$ cat config.mk
export PLATFORM = sky130hd
export DESIGN_NAME = xor_framed_byte_receiver
export DESIGN_NICKNAME = d
export VERILOG_FILES = /design/src/design/xfbr_pkg.sv /design/src/design/xor_framed_byte_receiver.sv /design/src/design/xfbr_cfg_regs.sv /design/src/design/xfbr_core.sv /design/src/design/xfbr_out_reg.sv
export SDC_FILE = /design/constraint.sdc
export NUM_CORES = 1
export LEC_CHECK = 0
export BUFFER_PORTS_ARGS = -buffer_cell sky130_fd_sc_hd__buf_2
export CORE_MARGIN = 1.5
export CORE_UTILIZATION = 55
export CTS_BUF_LIST = sky130_fd_sc_hd__clkbuf_8
export CTS_CLUSTER_SIZE = 25
export DETAILED_ROUTE_END_ITERATION = 10
export PLACE_DENSITY = 0.86
export REMOVE_ABC_BUFFERS = 1
export SYNTH_ARGS = -nofsm -noshare
export SYNTH_HDL_FRONTEND = slang
export SYNTH_SLANG_ARGS = --single-unit
$ cat constraint.sdc
create_clock -name clk_i -period 2.6 [get_ports clk_i]
set_input_delay 0.39 -clock clk_i [delete_from_list [all_inputs] [get_ports clk_i]]
set_output_delay 0.39 -clock clk_i [all_outputs]
set_load 0.01 [all_outputs]
$ cat src/design/xfbr_pkg.sv
package xfbr_pkg;

  localparam int unsigned ByteW  = 8;
  localparam int unsigned CfgIdxW = 2;

  // Poll status codes as seen on poll_status
  typedef enum logic [2:0] {
    ST_GOOD  = 3'd0,
    ST_IDLE  = 3'd1,
    ST_RECV  = 3'd2,
    ST_FAULT = 3'd3,
    ST_LIMIT = 3'd4
  } status_e;

  // Configuration register indexes
  typedef enum logic [CfgIdxW-1:0] {
    CFG_START_BYTE   = 2'd0,
    CFG_FRAME_LENGTH = 2'd1,
    CFG_FAULT_LIMIT  = 2'd2
  } cfg_idx_e;

  localparam logic [ByteW-1:0] StartByteRst   = 8'd0;
  localparam logic [ByteW-1:0] FrameLengthRst = 8'd16;
  localparam logic [ByteW-1:0] FaultLimitRst  = 8'd3;

  typedef struct packed {
    logic [ByteW-1:0] start_byte;
    logic [ByteW-1:0] frame_length;
    logic [ByteW-1:0] fault_limit;
  } cfg_t;

  typedef struct packed {
    logic             store_valid;
    logic [ByteW-1:0] store_index;
    logic [ByteW-1:0] store_byte;
    status_e          poll_status;
    logic             link_error;
  } result_t;

endpackage

$ cat src/design/xor_framed_byte_receiver.sv
// Start-byte framed receiver with running XOR checksum.
//
// Input channel (in_valid_i / in_stall_o): one transfer per item, func_i = 0
// carries a received byte in rx_byte_i, func_i = 1 polls the frame status.
// Output channel (out_valid_o / out_stall_i): exactly one result transfer per
// input item, in order. A byte accepted into a frame shows store_valid_o with
// its payload position and value; a poll shows poll_status_o; link_error_o
// is the sticky error flag after the item.
// Configuration channel (cfg_valid_i / cfg_ready_o): index 0 start byte,
// 1 frame length, 2 fault limit; always ready; write only while idle.
//
// The frame state and the result register update at the edge that accepts
// the item. Throughput is one item per cycle, set by the single result
// register; in_stall_o rises only while that register is full and the
// receiver stalls, and the held result does not change.
// Reset returns the registers to their defaults (start 0, length 16,
// limit 3), clears the frame state, fault counter and link error, and
// empties the output register.
module xor_framed_byte_receiver
  import xfbr_pkg::*;
(
  input  logic               clk_i,
  input  logic               rst_ni,
  // configuration
  input  logic               cfg_valid_i,
  output logic               cfg_ready_o,
  input  logic [CfgIdxW-1:0] cfg_index_i,
  input  logic [ByteW-1:0]   cfg_data_i,
  // input items
  input  logic               in_valid_i,
  output logic               in_stall_o,
  input  logic               func_i,
  input  logic [ByteW-1:0]   rx_byte_i,
  // results
  output logic               out_valid_o,
  input  logic               out_stall_i,
  output logic               store_valid_o,
  output logic [ByteW-1:0]   store_index_o,
  output logic [ByteW-1:0]   store_byte_o,
  output logic [2:0]         poll_status_o,
  output logic               link_error_o
);

  cfg_t    cfg;
  result_t core_res;
  result_t out_res;
  logic    in_accept;
  logic    out_blocked;

  assign cfg_ready_o = 1'b1;

  // accept whenever the result register is free or draining this cycle
  assign in_stall_o = out_blocked;
  assign in_accept  = in_valid_i & ~out_blocked;

  xfbr_cfg_regs u_cfg (
    .clk_i      (clk_i),
    .rst_ni     (rst_ni),
    .wr_en_i    (cfg_valid_i & cfg_ready_o),
    .wr_index_i (cfg_index_i),
    .wr_data_i  (cfg_data_i),
    .cfg_o      (cfg)
  );

  xfbr_core u_core (
    .clk_i     (clk_i),
    .rst_ni    (rst_ni),
    .accept_i  (in_accept),
    .func_i    (func_i),
    .rx_byte_i (rx_byte_i),
    .cfg_i     (cfg),
    .result_o  (core_res)
  );

  xfbr_out_reg u_out (
    .clk_i          (clk_i),
    .rst_ni         (rst_ni),
    .load_i         (in_accept),
    .result_i       (core_res),
    .out_stall_i    (out_stall_i),
    .out_valid_o    (out_valid_o),
    .full_stalled_o (out_blocked),
    .result_o       (out_res)
  );

  assign store_valid_o = out_res.store_valid;
  assign store_index_o = out_res.store_index;
  assign store_byte_o  = out_res.store_byte;
  assign poll_status_o = out_res.poll_status;
  assign link_error_o  = out_res.link_error;

endmodule

$ cat src/design/xfbr_cfg_regs.sv
module xfbr_cfg_regs
  import xfbr_pkg::*;
(
  input  logic               clk_i,
  input  logic               rst_ni,
  input  logic               wr_en_i,
  input  logic [CfgIdxW-1:0] wr_index_i,
  input  logic [ByteW-1:0]   wr_data_i,
  output cfg_t               cfg_o
);

  cfg_t cfg_q;

  always_ff @(posedge clk_i or negedge rst_ni) begin
    if (!rst_ni) begin
      cfg_q.start_byte   <= StartByteRst;
      cfg_q.frame_length <= FrameLengthRst;
      cfg_q.fault_limit  <= FaultLimitRst;
    end else if (wr_en_i) begin
      case (cfg_idx_e'(wr_index_i))
        CFG_START_BYTE:   cfg_q.start_byte   <= wr_data_i;
        CFG_FRAME_LENGTH: cfg_q.frame_length <= wr_data_i;
        CFG_FAULT_LIMIT:  cfg_q.fault_limit  <= wr_data_i;
        default:          ; // unmapped index: drop the write
      endcase
    end
  end

  assign cfg_o = cfg_q;

endmodule

$ cat src/design/xfbr_core.sv
module xfbr_core
  import xfbr_pkg::*;
(
  input  logic             clk_i,
  input  logic             rst_ni,
  input  logic             accept_i,
  input  logic             func_i,
  input  logic [ByteW-1:0] rx_byte_i,
  input  cfg_t             cfg_i,
  output result_t          result_o
);

  typedef enum logic [1:0] {
    PH_WAIT  = 2'd0,
    PH_RECV  = 2'd1,
    PH_GOOD  = 2'd2,
    PH_FAULT = 2'd3
  } phase_e;

  phase_e           phase_q, phase_d;
  logic [ByteW-1:0] left_q, left_d;
  logic [ByteW-1:0] pos_q, pos_d;
  logic [ByteW-1:0] xor_q, xor_d;
  logic [ByteW-1:0] fcnt_q, fcnt_d;
  logic             err_q, err_d;

  logic [ByteW-1:0] xor_next;
  logic [ByteW-1:0] left_dec;
  logic [ByteW-1:0] fcnt_inc;

  assign xor_next = xor_q ^ rx_byte_i;
  assign left_dec = left_q - 8'd1;
  assign fcnt_inc = (fcnt_q == 8'hFF) ? fcnt_q : fcnt_q + 8'd1;

  always_comb begin
    phase_d  = phase_q;
    left_d   = left_q;
    pos_d    = pos_q;
    xor_d    = xor_q;
    fcnt_d   = fcnt_q;
    err_d    = err_q;
    result_o.store_valid = 1'b0;
    result_o.store_index = '0;
    result_o.store_byte  = '0;
    result_o.poll_status = ST_IDLE;
    if (!func_i) begin
      case (phase_q)
        PH_WAIT: begin
          if (rx_byte_i == cfg_i.start_byte) begin
            // zero length counts as one
            left_d  = (cfg_i.frame_length == '0) ? 8'd1 : cfg_i.frame_length;
            pos_d   = '0;
            xor_d   = rx_byte_i;
            phase_d = PH_RECV;
          end
        end
        PH_RECV: begin
          result_o.store_valid = 1'b1;
          result_o.store_index = pos_q;
          result_o.store_byte  = rx_byte_i;
          xor_d  = xor_next;
          pos_d  = pos_q + 8'd1;
          left_d = left_dec;
          if (left_dec == '0) begin
            phase_d = (xor_next == '0) ? PH_GOOD : PH_FAULT;
          end
        end
        default: ; // frame done: ignore bytes until polled
      endcase
    end else begin
      case (phase_q)
        PH_WAIT: result_o.poll_status = ST_IDLE;
        PH_RECV: result_o.poll_status = ST_RECV;
        PH_GOOD: begin
          result_o.poll_status = ST_GOOD;
          phase_d = PH_WAIT;
        end
        default: begin
          fcnt_d = fcnt_inc;
          if (fcnt_inc > cfg_i.fault_limit) begin
            err_d = 1'b1;
            result_o.poll_status = ST_LIMIT;
          end else begin
            result_o.poll_status = ST_FAULT;
          end
          phase_d = PH_WAIT;
        end
      endcase
    end
    result_o.link_error = err_d;
  end

  always_ff @(posedge clk_i or negedge rst_ni) begin
    if (!rst_ni) begin
      phase_q <= PH_WAIT;
      left_q  <= '0;
      pos_q   <= '0;
      xor_q   <= '0;
      fcnt_q  <= '0;
      err_q   <= 1'b0;
    end else if (accept_i) begin
      phase_q <= phase_d;
      left_q  <= left_d;
      pos_q   <= pos_d;
      xor_q   <= xor_d;
      fcnt_q  <= fcnt_d;
      err_q   <= err_d;
    end
  end

endmodule

$ cat src/design/xfbr_out_reg.sv
module xfbr_out_reg
  import xfbr_pkg::*;
(
  input  logic    clk_i,
  input  logic    rst_ni,
  input  logic    load_i,
  input  result_t result_i,
  input  logic    out_stall_i,
  output logic    out_valid_o,
  output logic    full_stalled_o,
  output result_t result_o
);

  logic    valid_q, valid_d;
  result_t data_q;

  // Hold while the receiver stalls, refill on every accepted item
  assign valid_d        = load_i | (valid_q & out_stall_i);
  assign full_stalled_o = valid_q & out_stall_i;

  always_ff @(posedge clk_i or negedge rst_ni) begin
    if (!rst_ni) begin
      valid_q <= 1'b0;
    end else begin
      valid_q <= valid_d;
    end
  end

  always_ff @(posedge clk_i) begin
    if (load_i) begin
      data_q <= result_i;
    end
  end

  assign out_valid_o = valid_q;
  assign result_o    = data_q;

endmodule

# --- After elaboration in Yosys (flattened, before gate mapping) ---
# Index checks and enable logic that the tools add are counted.
# Widths: inputs -> output; s select.
totals:
  in_bits: 24
  output_inout_bits: 24
  regBits: 81
  word_cells: 73
op_classes:
  bitwise_logic: 8
  n_eq_ne: 10
  n_lt_le_gt_ge: 1
  n_addsub: 3
  n_reduce_logical: 16
  muxes: 20
ops:
  columns: ["cell", "n"]
  rows:
  - ["$pmux 8 s2", 3]
  - ["$mux 8", 5]
  - ["$logic_not 8->1", 3]
  - ["$mux 17", 1]
  - ["$add 8x1->8 const B", 2]
  - ["$pmux 3 s3", 1]
  - ["$eq 8x8->1", 1]
  - ["$eq 8x8->1 const B", 1]
  - ["$gt 8x8->1", 1]
  - ["$mux 2", 4]
  - ["$sub 8x1->8 const B", 1]
  - ["$xor 8x8->8", 1]
  - ["$ne 3x2->1 const B", 2]
  - ["$reduce_and 2->1", 3]
  - ["$reduce_and 5->1", 1]
  - ["$eq 2x1->1 const B", 2]
  - ["$eq 2x2->1 const B", 2]
  - ["$logic_not 2->1", 2]
  - ["$mux 1", 4]
  - ["$not 1->1", 4]
  - ["$pmux 2 s2", 1]
  - ["$reduce_and 4->1", 1]
  - ["$reduce_or 2->1", 2]
  - ["$mux 3", 1]
  - ["other kinds (8)", 9]

# --- Logic depth before layout (Yosys ltp) ---
# Gate-level depths: netlist of run 1.
depth:
  ltp_word: 6
  mapped_depth: 12

# --- Hierarchy ---
# A second synthesis of run 1 with hierarchy kept.
unflattened:
  hier_cells: 388
  area_unflattened_um2: 4245.3
modules_own_cells:
  columns: ["mod", "seq_area_each_um2", "area_each_um2", "instances", "cells_per_inst"]
  rows:
  - ["xfbr_core", 875.8, 2635.0, 1, 310]
  - ["xfbr_cfg_regs", 604.3, 915.9, 1, 51]
  - ["xfbr_out_reg", 655.6, 669.4, 1, 24]
  - ["xor_framed_byte_receiver", 0.0, 25.0, 1, 3]

# --- Least setup slack after synthesis of run 1 ---
# No wires, ideal clock.
synth_path:
  kind: "reg-to-reg"
  start: "register u_out.valid_q (netlist: u_out.out_valid_o)"
  end: "register u_core.xor_q[1]"
  t_arrival_ns: 2.663
  setup_time_ns: 0.123
  path_slack_ns: -0.186
  stages_incl_launch_ff: 6
  period_less_slack_ns: 2.786
  required_time_ns: 2.477
  path_cell_list: "dfrtp_1 -> a21boi_1 -> nand2_1 -> nor2_1 -> nand3_1 -> o221a_2"
synth_between:
  elab_chain_len: 4
synth_rtl:
  columns: ["element", "line_no", "rtl"]
  rows:
  - ["from (decl)", "xfbr_out_reg.sv:14", "logic valid_q, valid_d;"]
  - ["from (signal assigned)", "xfbr_out_reg.sv:25", "valid_q <= valid_d;"]
  - ["$and 1x1->1", "xfbr_out_reg.sv:19", "assign full_stalled_o = valid_q & out_stall_i;"]
  - ["$not 1->1", "xor_framed_byte_receiver.sv:54", "assign in_accept = in_valid_i & ~out_blocked;"]
  - ["$and 1x1->1", "xor_framed_byte_receiver.sv:54", null]
  - ["via in_accept", "xor_framed_byte_receiver.sv:47", "logic in_accept;"]
  - ["$reduce_and 4->1 (no line)", null, null]
  - ["to (signal assigned)", "xfbr_core.sv:105", "xor_q <= xor_d;"]
  - ["to (decl)", "xfbr_core.sv:23", "logic [ByteW-1:0] xor_q, xor_d;"]
# The timed path passes the listed nets, and every way through them passes these cells.
# A chain may end at the register's enable or synchronous reset.

# --- Worst setup path after layout of run 1 ---
layout_path:
  start: "register u_core.fcnt_q[1]"
  end: "register u_out.data_q (netlist bit u_out.result_o[1]), data pin"
layout_between:
  elab_chain_len: 5
layout_rtl:
  columns: ["element", "line_no", "rtl"]
  rows:
  - ["from (decl)", "xfbr_core.sv:24", "logic [ByteW-1:0] fcnt_q, fcnt_d;"]
  - ["from (signal assigned)", "xfbr_core.sv:106", "fcnt_q <= fcnt_d;"]
  - ["$add 8x1->8 or $eq 8x8->1 (tied branches)", "xfbr_core.sv:33", "assign fcnt_inc = (fcnt_q == 8'hFF) ? fcnt_q : fcnt_q + 8'd1;"]
  - ["$mux 8 *", "xfbr_core.sv:33", null]
  - ["via u_core.fcnt_inc[1]", "xfbr_core.sv:29", "logic [ByteW-1:0] fcnt_inc;"]
  - ["$gt 8x8->1 *", "xfbr_core.sv:80", "if (fcnt_inc > cfg_i.fault_limit) begin"]
  - ["$mux 3 *", "xfbr_core.sv:80", null]
  - ["$pmux 3 s3 *", "xfbr_core.sv:71", "case (phase_q)"]
  - ["to (signal assigned)", "xfbr_out_reg.sv:31", "data_q <= result_i;"]
  - ["to (decl)", "xfbr_out_reg.sv:15", "result_t data_q;"]
# The timed path passes the listed nets; every way through them passes the cells marked *.

==> flow_metrics.tcl, run 1 <==
set metrics [dict create \
    switching_share_pct 32.8 \
    rrSetupSlack_ns -0.04 \
    place.gp.congestion 0.831 \
    die-area_um2 8100 \
    skew_ns 0.00687 \
    grt.total_usage_pct 22.2 \
    synth_area_um2 4160 \
    viasPerCell 5.80 \
    clk_pin_slew_ns 0.09 \
    path_class "flop to flop" \
    status "finished, violations left" \
    async_reset_ff_share_pct 74.1 \
    cts_buffers 9 \
    worst_pin_slew_ns 0.745 \
    violations "setup timing" \
    combPwrFrac_pct 24.0 \
    vias 3136 \
    area_delta_synth_final_pct 16.4 \
    hold_viol 0 \
    setup_tns_ns -0.0662 \
    grt_antenna_before_repair 0 \
    ir_drop_mv 0.392 \
    cp_max_fo 3 \
    drv_slew 0 \
    cp_slowest_cell "dfrtp_1" \
    root_buffer "clkbuf_8" \
    fill_cells 575 \
    rr_worst_depth 15 \
    place_hpwl_mm 6.05 \
    cts_hold_buffers 0 \
    r2r_end "u_out.result_o[1]" \
    ys_ff_latch 81 \
    port_buffers 46 \
    rsz0062_at_grt "yes" \
    final_cells 541 \
    place_inst 524 \
    period_minus_slack_ns 2.64 \
    post-route-util_pct 66.5 \
    grt_pass1_wl_mm 14.5 \
    grt_pass1_vias 3114 \
    fin_nets 473 \
    hold_class "input pin to asynchronous set/reset pin" \
    grt_max_degree 61 \
    pre_cts_slack_ns -0.111 \
    slew_headroom_pct 50.3 \
    start_util_pct 57.1 \
    power.total_uw 3350 \
    die_x_um 90.0 \
    antenna_cells 0 \
    core_um2 7290 \
    cp-end-kind "flop" \
    drive_above_1_share_pct 31.4 \
    p_sw_uw 1100 \
    synth_flop_cell "dfrtp_1" \
    wl_mm 8.55 \
    post-route-period-util_pct 101 \
    cp-start-kind "flop" \
    ctsLongestPathBuffers 2 \
    worstSkewPairLatency_ns 0.35 \
    cap_viol_max_count 0 \
    slowest_delay_ns 0.37 \
    critPathRequiredTime_ns 2.80 \
    die_h_um 90.0 \
    synth_edf_count 21 \
    p_leak_uw 0.00209 \
    rows 31 \
    grt-ovfl-total 0 \
    routedWlPerCell_um 15.8 \
    ant_nets 0 \
    first_iter_violations 199 \
    num_io_pins 48 \
    syn_inst 376 \
    cts.sinks 81 \
    tritoncts "yes" \
    synthDistinctLibCells 52 \
    timing.rr.start "u_core.fcnt_q[1]" \
    syn-mean-instance-area_um2 11.1 \
    powerDensity_nw_per_um2 691 \
    drc 0 \
    yosys_warnings 0 \
    p_int_uw 2250 \
    ys_seq_area_share_pct 51.3 \
    fmax_mhz 379 \
    layout_setup_ws_ns -0.0354 \
    worstPathCellList "ha_2 -> and3_4 -> and2_4 -> nand3_4 -> buf_6 -> nand2_1 -> nand2_2 -> ha_4 -> nand3_2 -> buf_4 -> buf_4 -> nor2_1 -> nand2_1 -> and2_4 -> o21ai_0" \
    clkPwrFrac_pct 24.0 \
    cp.arrival_ns 2.84 \
    finalSetupViolCount 3 \
    htree_levels 3 \
    seqPwrFrac_pct 51.9 \
    first_pass_iters 4 \
]
## area by class of cell
class                   count  area [um^2]  share of cell area [%]
flip-flops and latches     81         2140                    44.1
multi-input cells         259         1960                    40.3
repair buffers             67          392                    8.08
clock buffers               9          124                    2.55
well taps                  99          124                    2.55
inverters                  19         71.3                    1.47
clock inverters             7         46.3                   0.955
## per-stage QoR
stage          instance area, um^2  hold slack (ns)
2_1_floorplan                 4070           0.0944
3_3_place_gp                  4580            0.438
3_5_place_dp                  4580            0.443
4_1_cts                       4780            0.207
5_1_grt                       4850            0.244
6_report                      4850            0.169
## flip-flops by register name (all words and copies together), names as in the netlist
register,count
u_out.result_o,21
u_core.pos_q,8
u_core.phase_q,2
u_core.xor_q,8
u_core.err_q,1
u_core.left_q,8
u_out.out_valid_o,1
u_cfg.cfg_o,24
u_core.fcnt_q,8
## worst max path at each step
stage / start / endpoint / depth (start not counted) / slack (ns)
global route: u_core.fcnt_q[1] / u_out.result_o[1] / 13 / -0.1
CTS: u_core.fcnt_q[0] / u_out.result_o[1] / 12 / 0.03
floorplan: u_out.out_valid_o / u_core.pos_q[0] / 4 / -0.38
detailed placement: u_core.fcnt_q[0] / u_out.result_o[1] / 12 / -0.11
finish: u_core.fcnt_q[1] / u_out.result_o[1] / 15 / -0.04
global placement: u_core.fcnt_q[0] / u_out.result_o[1] / 12 / 0.02
## placed cells by master, fill, tap and decap left out, types with 4 or more instances in the layout
cell and n:
mux2i_1 4, nand2b_1 4, a31oi_1 13, buf_2 46, nand4_1 6, clkbuf_8 9, buf_4 20, nor4_1 5
nand3_1 22, clkinvlp_4 4, o2bb2ai_1 6, o21ai_0 8, xnor2_1 12, dfrtp_1 57, xor2_1 12, o221a_2 6
mux2_2 29, nand2_1 21, and2_1 19, edfxtp_1 21, nor3_1 5, nor2_1 14, ha_1 8, a21oi_1 17
inv_1 19
## timing repair
action	4_1_cts	5_1_grt
endpoints found under the setup margin	4	4
setup buffers	0	2
gates resized for setup	6	10
pin swaps	4	6
## synth_stat cells, types with 4 or more instances
| library cell | instances | area (um^2) |
|---|---|---|
| dfrtp_1 | 57 | 1430 |
| mux2_2 | 29 | 327 |
| nand3_1 | 24 | 120 |
| nand2_1 | 22 | 82.6 |
| and2_1 | 21 | 131 |
| edfxtp_1 | 21 | 631 |
| inv_1 | 19 | 71.3 |
| a21oi_1 | 17 | 85.1 |
| nor2_1 | 15 | 56.3 |
| a31oi_1 | 13 | 81.3 |
| ha_1 | 12 | 150 |
| xnor2_1 | 12 | 105 |
| xor2_1 | 12 | 105 |
| clkbuf_1 | 9 | 33.8 |
| o21ai_0 | 8 | 40.0 |
| o221a_2 | 7 | 78.8 |
| nand4_1 | 6 | 37.5 |
| o2bb2ai_1 | 6 | 52.6 |
| nor3_1 | 5 | 25.0 |
| nor4_1 | 5 | 31.3 |
| buf_2 | 4 | 20.0 |
| mux2i_1 | 4 | 40.0 |
| nand2b_1 | 4 | 25.0 |
## routing by layer
| metal | GRT usage, % | up-vias | share of wire (%) |
|---|---|---|---|
| met4 | 9.92 | 0 | 2.1 |
| li1 | - | 1488 | - |
| met5 | 0 | - | 0 |
| met2 | 36.7 | 102 | 50 |
| met1 | 28.4 | 1526 | 44 |
| met3 | 4.23 | 20 | 4.7 |
## cells by family (layout without fill, tap and decap cells)
logic type	Yosys count	count (layout)	share of synthesized area, %
AOI/OAI and AO/OA	70	70	11.9
xor gates and xnor gates	24	24	5.05
adders and majority gates	12	12	3.61
buffers and inverters	36	102	4.00
DFF	81	81	51.3
muxes	33	33	8.80
other	1	1	0.0901
and+or+nand+nor	119	119	15.3
## critical path, delay by kind of cell, from the launching register on
kind / cells / cell delay, ns
and+or+nand+nor: 9 / 1.12
adders and majority gates: 2 / 0.46
buffers and inverters: 3 / 0.40
DFF: 1 / 0.37
AOI/OAI and AO/OA: 1 / 0.14
## power groups by stage
| stage | clock network [uW] | registers, uW | logic (uW) |
|---|---|---|---|
| floorplan | 0 | 1720 | 524 |
| global placement | 0 | 1750 | 736 |
| detailed placement | 0 | 1760 | 780 |
| CTS | 812 | 1740 | 794 |
| global route | 868 | 1780 | 902 |
| finish | 805 | 1740 | 805 |
Power figures use the tool's default switching activity.
==> run 2, diff against run 1 <==
--- a/config.mk
+++ b/config.mk
@@ -5,7 +5,7 @@
 export SDC_FILE = /design/constraint.sdc
 export NUM_CORES = 1
 export LEC_CHECK = 0
-export BUFFER_PORTS_ARGS = -buffer_cell sky130_fd_sc_hd__buf_2
+export BUFFER_PORTS_ARGS = -buffer_cell sky130_fd_sc_hd__buf_4
 export CORE_MARGIN = 1.5
 export CORE_UTILIZATION = 55
 export CTS_BUF_LIST = sky130_fd_sc_hd__clkbuf_8
==> run 2 against run 1 <==
The flow still finishes with violations (setup timing). Count of clock-buffer cells in the layout unchanged. Die area unchanged. Sequential share of layout area fell by 1.7 points. Clock power up 3.5%. Combinational power up 6.1%. Utilization is 2.6 points higher. Largest power group unchanged.
==> flow_metrics.tcl, run 2 (synthesis results as in run 1) <==
set metrics [dict create \
    root_buffer "clkbuf_8" \
    critPathRequiredTime_ns 2.81 \
    finalSetupViolCount 2 \
    drv_slew 0 \
    final_cell_mix "buf_4, dfrtp_1, mux2_2" \
    cp-start-kind "flop" \
    rows 31 \
    grt-ovfl-total 0 \
    cp_slowest_cell "ha_1" \
    cp_max_fo 3 \
    grt_max_degree 61 \
    post-route-period-util_pct 101 \
    fmax_mhz 380 \
    wl_mm 8.91 \
    tritoncts "yes" \
    clk_pin_slew_ns 0.09 \
    rrSetupSlack_ns -0.03 \
    multi_input_area_um2 2010 \
    worstPathCellList "ha_2 -> and3_4 -> and4_4 -> nor2_2 -> xor2_1 -> ha_1 -> nand3_4 -> buf_4 -> buf_4 -> nor2_1 -> nand2_1 -> and2_4 -> a21oi_1" \
    fill_cells 527 \
    crit_cells 13 \
    grt.total_usage_pct 22.1 \
    first_iter_violations 233 \
    layout_setup_ws_ns -0.0327 \
    ir_drop_mv 0.335 \
    path_class "flop to flop" \
    place_hpwl_mm 5.99 \
    place.gp.congestion 0.810 \
    hold_viol 0 \
    powerDensity_nw_per_um2 681 \
    routedWlPerCell_um 16.4 \
    num_io_pins 48 \
    drc 0 \
    status "finished, violations left" \
    htree_levels 3 \
    worstSkewPairLatency_ns 0.36 \
    cts.sinks 81 \
    vias 3157 \
    cts_buffers 9 \
    rr_worst_depth 13 \
    grt_pass1_vias 2975 \
    largest_reg_flops 24 \
    ant_nets 0 \
    critical_path_buf_inv_count 2 \
    hold_class "input pin to asynchronous set/reset pin" \
    period_minus_slack_ns 2.63 \
    critPathMostFrequentCell "buf_4" \
    place_inst 523 \
    skew_ns 0.0116 \
    r2r_end "u_out.result_o[2]" \
    first_pass_iters 5 \
    layout_commonest_cell "buf_4" \
    drive_above_1_share_pct 33.4 \
    violations "setup timing" \
    start_util_pct 57.1 \
    setup_tns_ns -0.0355 \
    timing.rr.start "u_core.fcnt_q[1]" \
    cp_top_family "simple AND/OR/NAND/NOR gates" \
    slowest_delay_ns 0.38 \
    die_h_um 90.0 \
    cap_viol_max_count 0 \
    cp.arrival_ns 2.84 \
    core_um2 7290 \
    cp-end-kind "flop" \
    viasPerCell 5.82 \
    slew_headroom_pct 49.1 \
    area_delta_synth_final_pct 21.0 \
    rsz0062_at_grt "yes" \
    startpoint "u_core.fcnt_q[1]" \
    final_cells 542 \
    grt_antenna_before_repair 0 \
    regArea_um2 2140 \
    ctsLongestPathBuffers 2 \
    worst_pin_slew_ns 0.764 \
    p_leak_uw 0.00214 \
    antenna_cells 0 \
    grt_pass1_wl_mm 14.4 \
    die_x_um 90.0 \
    port_buffers 46 \
    fin_nets 474 \
    die-area_um2 8100 \
]
run 2: cell count changes in the layout (fill, tap and decap cells not counted), sizes merged:
cell and change:
buf +1, clkinvlp -1, inv +1
run 2: final cells by class:
cell class,count,share of cell area [%]
Clock buffer,9,2.46
Inverter,19,1.42
Clock inverter,7,1.07
Sequential cell,81,42.4
Tap cell,99,2.46
Multi-Input combinational cell,259,39.9
Timing Repair Buffer,68,10.3
run 2: layer usage:
layer | global-route usage [%] | up-vias | part of all wire [%]
li1 | - | 1489 | -
met1 | 28.2 | 1543 | 43
met2 | 37.5 | 109 | 50
met3 | 3.55 | 16 | 5.1
met4 | 8.86 | 0 | 2.2
met5 | 0 | - | 0
run 2: how the worst max path moves through the flow:
stage,to,slack [ns]
after floorplan,u_core.pos_q[0],-0.38
after global placement,u_out.result_o[1],0.02
after detailed placement,u_out.result_o[1],-0.08
after CTS,u_out.result_o[0],0.004
after global routing,u_out.result_o[0],-0.14
final,u_out.result_o[2],-0.03
run 2: timing repair:
item,in CTS,in global routing
buffers inserted,0,3
resized for setup,4,24
pin swaps,2,14
hold buffers,0,0
setup endpoints to repair,4,5
run 2: power breakdown:
group          leakage (uW)  switching [uW]  internal, uW  total [uW]
combinational       0.00110             444           411         854
sequential         0.000958             216          1530        1740
clock             0.0000822             480           353         833
run 2: metrics by stage:
step                      cell area, um^2  power, uW  util (%)  hold slack [ns]  setup WS, ns
after CTS                            4880       3390      66.9            0.130       0.00407
after global routing                 5040       3630      69.1            0.160        -0.141
after floorplan                      4070       2240         -           0.0944        -0.379
after global placement               4680       2510      64.2            0.440        0.0243
after detailed placement             4680       2560      64.2            0.443       -0.0777
final                                5040       3430      69.1            0.106       -0.0327
==> run 3, diff against run 2 <==
==> constraint.sdc (replaced) <==
create_clock -name clk_i -period 2.6 [get_ports clk_i]
set_input_delay 0.26 -clock clk_i [delete_from_list [all_inputs] [get_ports clk_i]]
set_output_delay 0.26 -clock clk_i [all_outputs]
set_load 0.01 [all_outputs]
==> run 3 against run 2 <==
The run still ends with setup timing left. Via count is 4.8% higher. Largest power group unchanged. Flip-flop and latch count stayed put. Clock power is 18% higher. Clock skew is 0.0024 ns lower. Sequential power hardly changed.
==> flow_metrics.tcl, run 3 (synthesis results as in run 1) <==
set metrics [dict create \
    drive_above_1_share_pct 35.5 \
    setup_tns_ns -0.0339 \
    cp_slowest_cell "dfrtp_1" \
    critical_path_buf_inv_count 2 \
    grt_use_met2_pct 38.6 \
    startpoint "u_core.fcnt_q[0]" \
    clk_pin_slew_ns 0.10 \
    slowest_delay_ns 0.38 \
    hold_class "input pin to flop" \
    drv_slew 0 \
    die_h_um 90.0 \
    grt.total_usage_pct 23.9 \
    hold_start "in_valid_i" \
    root_buffer "clkbuf_8" \
    multi_input_area_um2 2070 \
    fmax_mhz 382 \
    gr-usage-met1_pct 28.9 \
    cp_max_fo 3 \
    first_pass_iters 4 \
    use_met3_pct 4.48 \
    first_iter_violations 226 \
    place_hpwl_mm 6.16 \
    worstSkewPairLatency_ns 0.37 \
    post-route-period-util_pct 101 \
    cts_buffers 9 \
    htree_levels 3 \
    drc 0 \
    cp.arrival_ns 2.74 \
    p_leak_uw 0.00218 \
    hold_viol 0 \
    port_buffers 46 \
    cap_viol_max_count 0 \
    die-area_um2 8100 \
    layout_setup_ws_ns -0.0165 \
    cp_top_family "simple AND/OR/NAND/NOR gates" \
    powerDensity_nw_per_um2 699 \
    grt_max_degree 61 \
    top_usage_layer "met2" \
    fill_cells 491 \
    num_io_pins 48 \
    final_cell_mix "buf_4, dfrtp_1, mux2_2" \
    timing.rr.start "u_core.fcnt_q[0]" \
    largest_reg_flops 24 \
    ir_drop_mv 0.326 \
    worst_pin_slew_ns 0.773 \
    layout_commonest_cell "buf_4" \
    ant_nets 0 \
    rsz0062_at_grt "yes" \
    status "finished, violations left" \
    cp-start-kind "flop" \
    tritoncts "yes" \
    grt-ovfl-total 0 \
    fin_nets 476 \
    antenna_cells 0 \
    path_class "flop to flop" \
    slew_headroom_pct 48.5 \
    regArea_um2 2140 \
    skew_ns 0.00923 \
    area_delta_synth_final_pct 23.5 \
    start_util_pct 57.1 \
    cts.sinks 81 \
    core_um2 7290 \
    worstPathCellList "ha_2 -> and3_4 -> and2_4 -> nand3_4 -> buf_6 -> buf_4 -> a21oi_1 -> ha_1 -> nand4_1 -> nor2_1 -> nand2_2 -> and2_4 -> a21oi_2" \
    rows 31 \
    place.gp.congestion 0.828 \
    violations "setup timing" \
    routedWlPerCell_um 17.6 \
    die_x_um 90.0 \
    cp-end-kind "flop" \
    grt_pass1_wl_mm 15.3 \
    critPathRequiredTime_ns 2.72 \
    post-route-util_pct 70.5 \
    vias 3309 \
    grt_antenna_before_repair 0 \
    ctsLongestPathBuffers 2 \
    finalSetupViolCount 3 \
    wl_mm 9.57 \
    critPathMostFrequentCell "and2_4" \
    period_minus_slack_ns 2.62 \
    grt_pass1_vias 3252 \
    viasPerCell 6.08 \
]
==> run 3: changes by cell type in the layout (fill, tap and decap cells not counted), moves of 3 or more <==
cell        before  now
clkinvlp_4       3    0
a21oi_2          0    4
inv_6            2    5
a21oi_1         17   13
==> run 3: per-stage QoR <==
stage | hold WS, ns | setup WS, ns | area, um^2 | instances | power [uW]
2_1_floorplan | -0.0356 | -0.379 | 4070 | 359 | 2240
3_3_place_gp | 0.370 | 0.0285 | 4650 | 519 | 2500
3_5_place_dp | 0.378 | -0.137 | 4650 | 519 | 2560
4_1_cts | 0.0897 | 0.00321 | 4980 | 541 | 3540
5_1_grt | 0.0897 | -0.102 | 5140 | 544 | 3780
6_report | 0.0911 | -0.0165 | 5140 | 544 | 3590
==> run 3: final cells by class <==
type                       instances  area share (%)
clock inverter                     7            1.61
sequential                        81            41.6
timing repair buffer              70            10.4
tap                               99            2.41
multi-input combinational        259            40.2
clock buffer                       9            2.41
inverter                          19            1.39
==> run 3: path summary, 6_finish.rpt <==
path / end / slack (ns) / depth (start not counted)
min in group asynchronous: u_out.out_valid_o / 0.49 / 2
worst min-delay path: u_out.out_valid_o / 0.09 / 2
worst max-delay path: u_out.result_o[2] / -0.02 / 13
worst min register to register: u_core.err_q / 0.50 / 1
max in group asynchronous: u_core.fcnt_q[2] / 1.56 / 2
worst max register to register: u_out.result_o[2] / -0.02 / 13
==> run 3: what timing repair did <==
item | CTS | global route
hold buffers | 1 | 0
endpoints found under the hold margin | 35 | 0
setup buffers | 5 | 3
setup endpoints to repair | 4 | 5
cloned | 0 | 0
pin swaps | 10 | 11
resized for setup | 16 | 24
==> run 3: per-layer routing <==
layer  vias to the layer above  part of all wire [%]
met1                      1623                    41
li1                       1488                     -
met4                         0                   4.9
met3                        40                   6.1
met5                         -                     0
met2                       158                    48
==> run 3: power breakdown <==
group | switching [uW] | total, uW | internal, uW
combinational | 452 | 859 | 407
clock | 519 | 982 | 463
sequential | 227 | 1750 | 1530
